File: config.mk
export PLATFORM = sky130hd
export DESIGN_NAME = signed_int_to_base_text
export DESIGN_NICKNAME = d
export VERILOG_FILES = /design/src/rtl/sitbt_pkg.sv /design/src/rtl/sitbt_regs.sv /design/src/rtl/sitbt_dp.sv /design/src/rtl/sitbt_ctrl.sv /design/src/rtl/signed_int_to_base_text.sv
export SDC_FILE = /design/constraint.sdc
export NUM_CORES = 2
export LEC_CHECK = 0
export ABC_AREA = 1
export CAP_MARGIN = 20
export CORE_MARGIN = 2
export CORE_UTILIZATION = 30
export DETAILED_ROUTE_END_ITERATION = 6
export DONT_BUFFER_PORTS = 1
export GPL_ROUTABILITY_DRIVEN = 0
export PLACE_DENSITY = 0.43
export SYNTH_ARGS = -nofsm -noshare
export SYNTH_HDL_FRONTEND = slang
export SYNTH_SLANG_ARGS = --single-unit
File: constraint.sdc
create_clock -name i_clk -period 42.6 [get_ports i_clk]
set_input_delay 6.39 -clock i_clk [delete_from_list [all_inputs] [get_ports i_clk]]
set_output_delay 6.39 -clock i_clk [all_outputs]
set_load 0.005 [all_outputs]
File: src/rtl/sitbt_pkg.sv
// ============================================================================
// sitbt_pkg
// Shared types and constants for the signed integer to base text converter.
// ============================================================================
package sitbt_pkg;

    // Input value and alphabet geometry
    localparam int VALUE_W      = 32;
    localparam int CHAR_W       = 8;
    localparam int ALPHA_CHARS  = 32;
    localparam int ALPHA_REGS   = 4;
    localparam int REG_W        = 64;
    localparam int APB_AW       = 5;

    // Base length counts up to ALPHA_CHARS, digit index addresses ALPHA_CHARS entries
    localparam int LEN_W        = $clog2(ALPHA_CHARS + 1);
    localparam int IDX_W        = $clog2(ALPHA_CHARS);

    // A 32-bit magnitude in base 2 has at most 32 digits
    localparam int MAX_DIGITS   = VALUE_W;
    localparam int ND_W         = $clog2(MAX_DIGITS + 1);
    localparam int DIG_IDX_W    = $clog2(MAX_DIGITS);

    // Divider: quotient bits resolved per cycle, divider steps per digit
    localparam int DIV_BITS_PER_CYC = 8;
    localparam int DIV_CYCLES       = VALUE_W / DIV_BITS_PER_CYC;
    localparam int STEP_W           = $clog2(DIV_CYCLES);

    localparam int MAX_BASE_LEN_DEF = 32;

    // Special characters
    localparam logic [CHAR_W-1:0] CHAR_PLUS  = 8'h2B;
    localparam logic [CHAR_W-1:0] CHAR_MINUS = 8'h2D;

    // Register indexes
    localparam logic [1:0] REG_CHARS_0  = 2'd0;
    localparam logic [1:0] REG_CHARS_8  = 2'd1;
    localparam logic [1:0] REG_CHARS_16 = 2'd2;
    localparam logic [1:0] REG_CHARS_24 = 2'd3;

    // Alphabet, character 0 in the low byte
    typedef logic [ALPHA_CHARS-1:0][CHAR_W-1:0] t_alpha;

    // Controller to datapath commands
    typedef struct packed {
        logic load;
        logic check;
        logic div;
        logic emit_sign;
        logic emit_digit;
    } t_cmd;

    // Datapath to controller status
    typedef struct packed {
        logic len_ok;
        logic char_bad;
        logic check_last;
        logic digit_fin;
        logic neg;
        logic out_free;
        logic last_digit;
    } t_sts;

endpackage

File: src/rtl/sitbt_regs.sv
// ============================================================================
// sitbt_regs
// APB alphabet registers and base length detection.
// ============================================================================
module sitbt_regs
    import sitbt_pkg::*;
#(
    parameter int MAX_BASE_LEN = MAX_BASE_LEN_DEF
) (
    input  logic              i_clk,
    input  logic              i_rst_n,
    input  logic              i_psel,
    input  logic              i_penable,
    input  logic              i_pwrite,
    input  logic [APB_AW-1:0] i_paddr,
    input  logic [REG_W-1:0]  i_pwdata,
    output logic [REG_W-1:0]  o_prdata,
    output t_alpha            o_alpha,
    output logic [LEN_W-1:0]  o_len
);

    logic [ALPHA_REGS-1:0][REG_W-1:0] r_chars;
    logic [1:0]                       reg_idx;

    assign reg_idx = i_paddr[APB_AW-1:3];

    // Write a register on the access phase
    always_ff @(posedge i_clk) begin
        if (!i_rst_n) begin
            r_chars <= '0;
        end else if (i_psel && i_penable && i_pwrite) begin
            r_chars[reg_idx] <= i_pwdata;
        end
    end

    // Read back
    always_comb begin
        case (reg_idx)
            REG_CHARS_0:  o_prdata = r_chars[0];
            REG_CHARS_8:  o_prdata = r_chars[1];
            REG_CHARS_16: o_prdata = r_chars[2];
            REG_CHARS_24: o_prdata = r_chars[3];
            default:      o_prdata = '0;
        endcase
    end

    assign o_alpha = t_alpha'(r_chars);

    // Base length: first zero byte among the first MAX_BASE_LEN characters
    always_comb begin
        o_len = LEN_W'(MAX_BASE_LEN);
        for (int k = MAX_BASE_LEN - 1; k >= 0; k--) begin
            if (o_alpha[k] == '0) begin
                o_len = LEN_W'(k);
            end
        end
    end

endmodule

File: src/rtl/sitbt_dp.sv
// ============================================================================
// sitbt_dp
// Datapath: alphabet check, digit divider, digit stack and output register.
// ============================================================================
module sitbt_dp
    import sitbt_pkg::*;
(
    input  logic               i_clk,
    input  logic               i_rst_n,
    input  logic [VALUE_W-1:0] i_value,
    input  t_alpha             i_alpha,
    input  logic [LEN_W-1:0]   i_len,
    input  t_cmd               i_cmd,
    output t_sts               o_sts,
    input  logic               i_m_tready,
    output logic               o_m_tvalid,
    output logic [CHAR_W-1:0]  o_m_tdata,
    output logic               o_m_tlast
);

    logic [VALUE_W-1:0]    r_work;
    logic                  r_neg;
    logic [IDX_W-1:0]      r_rem;
    logic [IDX_W-1:0]      r_idx;
    logic [STEP_W-1:0]     r_step;
    logic [ND_W-1:0]       r_nd;
    logic [CHAR_W-1:0]     r_dig [MAX_DIGITS];
    logic                  r_out_valid;
    logic [CHAR_W-1:0]     r_out_char;
    logic                  r_out_last;

    logic [CHAR_W-1:0]     cur_char;
    logic                  dup;
    logic [VALUE_W-1:0]    div_work;
    logic [IDX_W-1:0]      div_rem;
    logic [IDX_W:0]        div_trial;
    logic                  step_last;
    logic [DIG_IDX_W-1:0]  rd_idx;
    logic                  out_free;

    // Alphabet check of one character against all later ones
    assign cur_char = i_alpha[r_idx];

    always_comb begin
        dup = 1'b0;
        for (int b = 0; b < ALPHA_CHARS; b++) begin
            if ((LEN_W'(b) > {1'b0, r_idx}) && (LEN_W'(b) < i_len)
                    && (i_alpha[b] == cur_char)) begin
                dup = 1'b1;
            end
        end
    end

    // Restoring division, DIV_BITS_PER_CYC quotient bits per cycle
    always_comb begin
        div_work  = r_work;
        div_rem   = r_rem;
        div_trial = '0;
        for (int s = 0; s < DIV_BITS_PER_CYC; s++) begin
            div_trial = {div_rem, div_work[VALUE_W-1]};
            div_work  = {div_work[VALUE_W-2:0], 1'b0};
            if (LEN_W'(div_trial) >= i_len) begin
                div_trial   = div_trial - (IDX_W+1)'(i_len);
                div_work[0] = 1'b1;
            end
            div_rem = div_trial[IDX_W-1:0];
        end
    end

    assign step_last = (r_step == STEP_W'(DIV_CYCLES - 1));
    assign rd_idx    = DIG_IDX_W'(r_nd - ND_W'(1));
    assign out_free  = !r_out_valid || i_m_tready;

    // Status to the controller
    always_comb begin
        o_sts.len_ok     = (i_len >= LEN_W'(2));
        o_sts.char_bad   = (cur_char == CHAR_PLUS) || (cur_char == CHAR_MINUS) || dup;
        o_sts.check_last = ({1'b0, r_idx} == (i_len - LEN_W'(1)));
        o_sts.digit_fin  = step_last
                           && ((div_work == '0) || (r_nd == ND_W'(MAX_DIGITS - 1)));
        o_sts.neg        = r_neg;
        o_sts.out_free   = out_free;
        o_sts.last_digit = (r_nd == ND_W'(1));
    end

    // Item working registers
    always_ff @(posedge i_clk) begin
        if (i_cmd.load) begin
            r_neg  <= i_value[VALUE_W-1];
            r_work <= i_value[VALUE_W-1] ? (VALUE_W'(0) - i_value) : i_value;
            r_rem  <= '0;
            r_idx  <= '0;
            r_step <= '0;
            r_nd   <= '0;
        end else if (i_cmd.check) begin
            r_idx <= r_idx + IDX_W'(1);
        end else if (i_cmd.div) begin
            r_work <= div_work;
            if (step_last) begin
                r_dig[r_nd[DIG_IDX_W-1:0]] <= i_alpha[div_rem];
                r_nd   <= r_nd + ND_W'(1);
                r_rem  <= '0;
                r_step <= '0;
            end else begin
                r_rem  <= div_rem;
                r_step <= r_step + STEP_W'(1);
            end
        end else if (i_cmd.emit_digit) begin
            r_nd <= r_nd - ND_W'(1);
        end
    end

    // Output register: load on emit, drop when taken
    always_ff @(posedge i_clk) begin
        if (!i_rst_n) begin
            r_out_valid <= 1'b0;
        end else if (i_cmd.emit_sign || i_cmd.emit_digit) begin
            r_out_valid <= 1'b1;
        end else if (i_m_tready) begin
            r_out_valid <= 1'b0;
        end
    end

    always_ff @(posedge i_clk) begin
        if (i_cmd.emit_sign) begin
            r_out_char <= CHAR_MINUS;
            r_out_last <= 1'b0;
        end else if (i_cmd.emit_digit) begin
            r_out_char <= r_dig[rd_idx];
            r_out_last <= (r_nd == ND_W'(1));
        end
    end

    assign o_m_tvalid = r_out_valid;
    assign o_m_tdata  = r_out_char;
    assign o_m_tlast  = r_out_last;

endmodule

File: src/rtl/sitbt_ctrl.sv
// ============================================================================
// sitbt_ctrl
// Controller: sequences alphabet check, digit division and character output.
// ============================================================================
module sitbt_ctrl
    import sitbt_pkg::*;
(
    input  logic i_clk,
    input  logic i_rst_n,
    input  logic i_s_tvalid,
    output logic o_s_tready,
    input  t_sts i_sts,
    output t_cmd o_cmd
);

    localparam logic [2:0] S_IDLE  = 3'd0;
    localparam logic [2:0] S_CHECK = 3'd1;
    localparam logic [2:0] S_DIV   = 3'd2;
    localparam logic [2:0] S_SIGN  = 3'd3;
    localparam logic [2:0] S_EMIT  = 3'd4;

    logic [2:0] r_state;
    logic [2:0] n_state;
    logic       accept;

    assign o_s_tready = (r_state == S_IDLE);
    assign accept     = i_s_tvalid && o_s_tready;

    // Commands
    always_comb begin
        o_cmd.load       = accept;
        o_cmd.check      = (r_state == S_CHECK);
        o_cmd.div        = (r_state == S_DIV);
        o_cmd.emit_sign  = (r_state == S_SIGN) && i_sts.out_free;
        o_cmd.emit_digit = (r_state == S_EMIT) && i_sts.out_free;
    end

    // Next state
    always_comb begin
        n_state = r_state;
        case (r_state)
            S_IDLE: begin
                if (accept && i_sts.len_ok) begin
                    n_state = S_CHECK;
                end
            end
            S_CHECK: begin
                if (i_sts.char_bad) begin
                    n_state = S_IDLE;
                end else if (i_sts.check_last) begin
                    n_state = S_DIV;
                end
            end
            S_DIV: begin
                if (i_sts.digit_fin) begin
                    n_state = i_sts.neg ? S_SIGN : S_EMIT;
                end
            end
            S_SIGN: begin
                if (i_sts.out_free) begin
                    n_state = S_EMIT;
                end
            end
            S_EMIT: begin
                if (i_sts.out_free && i_sts.last_digit) begin
                    n_state = S_IDLE;
                end
            end
            default: n_state = S_IDLE;
        endcase
    end

    always_ff @(posedge i_clk) begin
        if (!i_rst_n) begin
            r_state <= S_IDLE;
        end else begin
            r_state <= n_state;
        end
    end

endmodule

File: src/rtl/signed_int_to_base_text.sv
// ============================================================================
// signed_int_to_base_text
// Converts a signed 32-bit value to text in the radix of a configured alphabet.
// ============================================================================
// Per item: alphabet check, then digit division, then the characters (sign
// and digits) while the output is free. Items with an invalid alphabet
// are dropped without output.
// Reset clears the alphabet to zero, the controller to idle, the output empty.
module signed_int_to_base_text
    import sitbt_pkg::*;
#(
    parameter int MAX_BASE_LEN = MAX_BASE_LEN_DEF
) (
    input  logic               i_clk,
    input  logic               i_rst_n,
    // Input stream
    input  logic               s_tvalid,
    output logic               s_tready,
    input  logic [VALUE_W-1:0] s_tdata,    // [31:0] value
    // Output stream
    output logic               m_tvalid,
    input  logic               m_tready,
    output logic [CHAR_W-1:0]  m_tdata,    // [7:0] character
    output logic               m_tlast,    // last_char
    // Configuration
    input  logic               psel,
    input  logic               penable,
    input  logic               pwrite,
    input  logic [APB_AW-1:0]  paddr,
    input  logic [REG_W-1:0]   pwdata,
    output logic [REG_W-1:0]   prdata,
    output logic               pready
);

    t_alpha           alpha;
    logic [LEN_W-1:0] len;
    t_cmd             cmd;
    t_sts             sts;

    assign pready = 1'b1;

    sitbt_regs #(
        .MAX_BASE_LEN (MAX_BASE_LEN)
    ) u_regs (
        .i_clk     (i_clk),
        .i_rst_n   (i_rst_n),
        .i_psel    (psel),
        .i_penable (penable),
        .i_pwrite  (pwrite),
        .i_paddr   (paddr),
        .i_pwdata  (pwdata),
        .o_prdata  (prdata),
        .o_alpha   (alpha),
        .o_len     (len)
    );

    sitbt_ctrl u_ctrl (
        .i_clk      (i_clk),
        .i_rst_n    (i_rst_n),
        .i_s_tvalid (s_tvalid),
        .o_s_tready (s_tready),
        .i_sts      (sts),
        .o_cmd      (cmd)
    );

    sitbt_dp u_dp (
        .i_clk      (i_clk),
        .i_rst_n    (i_rst_n),
        .i_value    (s_tdata),
        .i_alpha    (alpha),
        .i_len      (len),
        .i_cmd      (cmd),
        .o_sts      (sts),
        .i_m_tready (m_tready),
        .o_m_tvalid (m_tvalid),
        .o_m_tdata  (m_tdata),
        .o_m_tlast  (m_tlast)
    );

endmodule

==> impl_metrics.env <==
export IMPL_post_drt_via_cell_ratio=6.08
export IMPL_status="complete, but fails checks"
export IMPL_wl_um=189000
export IMPL_ant_nets=0
export IMPL_rrSetupSlack_ps=21150
export IMPL_wl_per_cell_um=31.8
export IMPL_setup_viol=0
export IMPL_dieWidth_um=344
export IMPL_ys_seq_area_share_pct=41.6
export IMPL_rr_startpoint="u_regs.o_alpha[247]"
export IMPL_grt_max_degree=261
export IMPL_dieArea_mm2=0.118
export IMPL_drive_gt1_share_pct=6.62
export IMPL_synth_cells=4476
export IMPL_avgSynthCellArea_um2=7.75
export IMPL_yosysWarnings=0
export IMPL_grt_pass1_vias=32900
export IMPL_slew_headroom_pct=20.2
export IMPL_hold_viol_final=0
export IMPL_cts_tree="done"
export IMPL_layout_common_cells="o21ai_0 (760), nor2_1 (478), a21oi_1 (470), nand2_1 (416), inv_1 (344)"
export IMPL_dp_hpwl_um=132000
export IMPL_cts_repair_resized=0
export IMPL_cp_max_fo=102
export IMPL_period_minus_slack_ps=21450
export IMPL_drv_cap=0
export IMPL_synth_cell_type_count=54
export IMPL_via_count=36100
export IMPL_holdCritPathClass="register to register"
export IMPL_area_growth_syn_to_layout_pct=11.4
export IMPL_tightest_slew_ps=1180
export IMPL_cts_root_buf="clkbuf_16"
export IMPL_finalSetupTns_ps=0
export IMPL_ff2ff_path_depth=105
export IMPL_synth_cell_area_mm2=0.0347
export IMPL_dr_first_iter_drc_count=5129
export IMPL_ys_ff_latch=576
export IMPL_grt_pass1_wl_um=260000
export IMPL_num_rows=124
export IMPL_cts_buffers=74
export IMPL_layout_commonest_cell="o21ai_0"
export IMPL_ios=184
export IMPL_cts_sinks=576
export IMPL_start_kind="register"
export IMPL_synth_edf_count=289
export IMPL_critPathSlowestCell="buf_4"
export IMPL_max_stage_delay_ps=860
export IMPL_worstPathArrival_ps=21810
export IMPL_nets=4517
export IMPL_reg2reg_to="u_dp.r_dig[16][4]"
export IMPL_critPathLaunch="u_regs.o_alpha[247]"
export IMPL_drc=12
export IMPL_htree_levels=3
export IMPL_overflow=0
export IMPL_critical_path_class="register to register"
export IMPL_clk_latency_ps=700
export IMPL_skew_ps=42.2
export IMPL_crit_top_cell="nand2_1"
export IMPL_post_cts_buffers=0
export IMPL_required_ps=42960
export IMPL_core_mm2=0.115
export IMPL_gr_usage_all_layers_pct=31.0
export IMPL_rsz0062_at_grt="false"
export IMPL_violations="design-rule violations"
export IMPL_final_max_slew_violation_count=0
export IMPL_grt_antenna_before_repair=16
export IMPL_hold_buffers=0
export IMPL_synth_ff_type="edfxtp_1"
export IMPL_chipHeight_um=344
export IMPL_port_buffers=0
export IMPL_synth_nets=4654
export IMPL_fin_crit_sh_pct=50.3
export IMPL_fmax_mhz=46.6
export IMPL_async_flop_share_pct=0
export IMPL_cts_clk_slew_worst_paths_ps=60
export IMPL_crit_path_end_kind="register"
export IMPL_clk_path_buf_depth=3
export IMPL_dr_pass1_iters=7
export IMPL_start_util_pct=30.3
export IMPL_critPathCapture="u_dp.r_dig[16][4]"
==> final cells by class <==
| cell class | instances | area, um^2 |
|---|---|---|
| fillers | 12400 | 75900 |
| multi-input cells | 3213 | 17500 |
| flip-flops and latches | 576 | 14400 |
| clock buffers | 101 | 2050 |
| well taps | 1512 | 1890 |
| inverters | 373 | 1410 |
| repair buffers | 101 | 762 |
| clock inverters | 34 | 460 |
| diodes | 28 | 70.1 |
==> cell usage after synthesis (7+ instances only) <==
master | count | area share, %
or2_2 | 8 | 0.14
xnor2_1 | 30 | 0.76
a2111oi_0 | 9 | 0.23
o21ai_1 | 34 | 0.49
a31oi_1 | 8 | 0.14
nand2_1 | 418 | 4.5
o22ai_1 | 141 | 2.5
nor2_1 | 489 | 5.3
o221ai_1 | 38 | 0.96
nor4_1 | 79 | 1.4
inv_1 | 348 | 3.8
a221oi_1 | 19 | 0.48
buf_1 | 13 | 0.14
fa_1 | 8 | 0.46
buf_2 | 60 | 0.87
nand4_1 | 39 | 0.70
a41oi_1 | 7 | 0.18
ha_1 | 62 | 2.2
o211ai_1 | 75 | 1.6
nand3_1 | 79 | 1.1
buf_6 | 10 | 0.32
buf_4 | 18 | 0.39
o2111ai_1 | 20 | 0.51
o21a_1 | 13 | 0.28
a21oi_1 | 470 | 6.8
dfxtp_1 | 287 | 17
edfxtp_1 | 289 | 25
inv_2 | 22 | 0.24
a211oi_1 | 79 | 1.7
o21ai_0 | 763 | 11
o31ai_1 | 12 | 0.26
clkbuf_1 | 213 | 2.3
xor2_1 | 128 | 3.2
nor3b_1 | 20 | 0.43
nor3_1 | 121 | 1.7
nand2_2 | 10 | 0.18
==> state kept, by name, indices dropped and copies added (netlist names) <==
| register | cells |
|---|---|
| u_dp.r_rem | 5 |
| u_ctrl.r_state | 3 |
| u_dp.r_dig | 256 |
| u_regs.o_alpha | 256 |
| u_dp.o_m_tvalid | 1 |
| u_dp.r_step | 2 |
| u_dp.o_m_tlast | 1 |
| u_dp.r_neg | 1 |
| u_dp.r_idx | 5 |
| u_dp.r_work | 32 |
| u_dp.r_nd | 6 |
| u_dp.o_m_tdata | 8 |
==> per-stage QoR <==
stage	hold WS [ps]	std cells	setup WS [ps]	utilization, %	area [um^2]
finish	461	5938	21150	33.7	38600
global route	494	5910	19440	33.7	38600
CTS	465	5908	21690	33.7	38500
detailed placement	457	5773	21760	31.5	36000
global placement	451	5773	21850	31.5	36000
floorplan	443	4476	27530	-	34700
==> worst max-delay path, delay by kind of cell (launching register included) <==
kind | cells | cell delay [ps]
buffers and inverters | 20 | 5470
AOI/OAI and AO/OA | 15 | 3530
DFF | 1 | 630
adders and majority gates | 9 | 3730
and+or+nand+nor | 61 | 7560
==> routing by layer <==
layer | global-route usage (%) | vias to the layer above | wire length (um)
met5 | 0.561 | - | 247
met4 | 18.4 | 18 | 13400
met3 | 14.3 | 599 | 25200
met2 | 42.3 | 2324 | 74000
met1 | 39.6 | 17400 | 75900
li1 | - | 15700 | -
==> worst min path at each step <==
stage,from,end,cells past startpoint
after detailed placement,u_regs.o_alpha[35],u_regs.o_alpha[35],2
after CTS,u_regs.o_alpha[35],u_regs.o_alpha[35],2
after floorplan,u_dp.r_step[0],u_dp.r_step[0],1
after global placement,u_regs.o_alpha[35],u_regs.o_alpha[35],2
final,u_regs.o_alpha[35],u_regs.o_alpha[35],2
after global routing,u_regs.o_alpha[35],u_regs.o_alpha[35],2
==> cells by family (layout without fill, tap and decap cells) <==
logic type,after synthesis,in the layout,share of synthesized area (%)
other,1,29,0.0108
XOR/XNOR,158,158,3.99
buffers and inverters,687,609,8.07
AND/OR/NAND/NOR,1279,1279,16.0
AO/OA/AOI/OAI,1705,1705,27.7
adder cells (fa/ha/maj),70,70,2.70
flip-flops,576,576,41.6
Power is left out: the tool's default activity adds up to more than one toggle a clock period on the data nets, which glitch-free logic cannot reach.
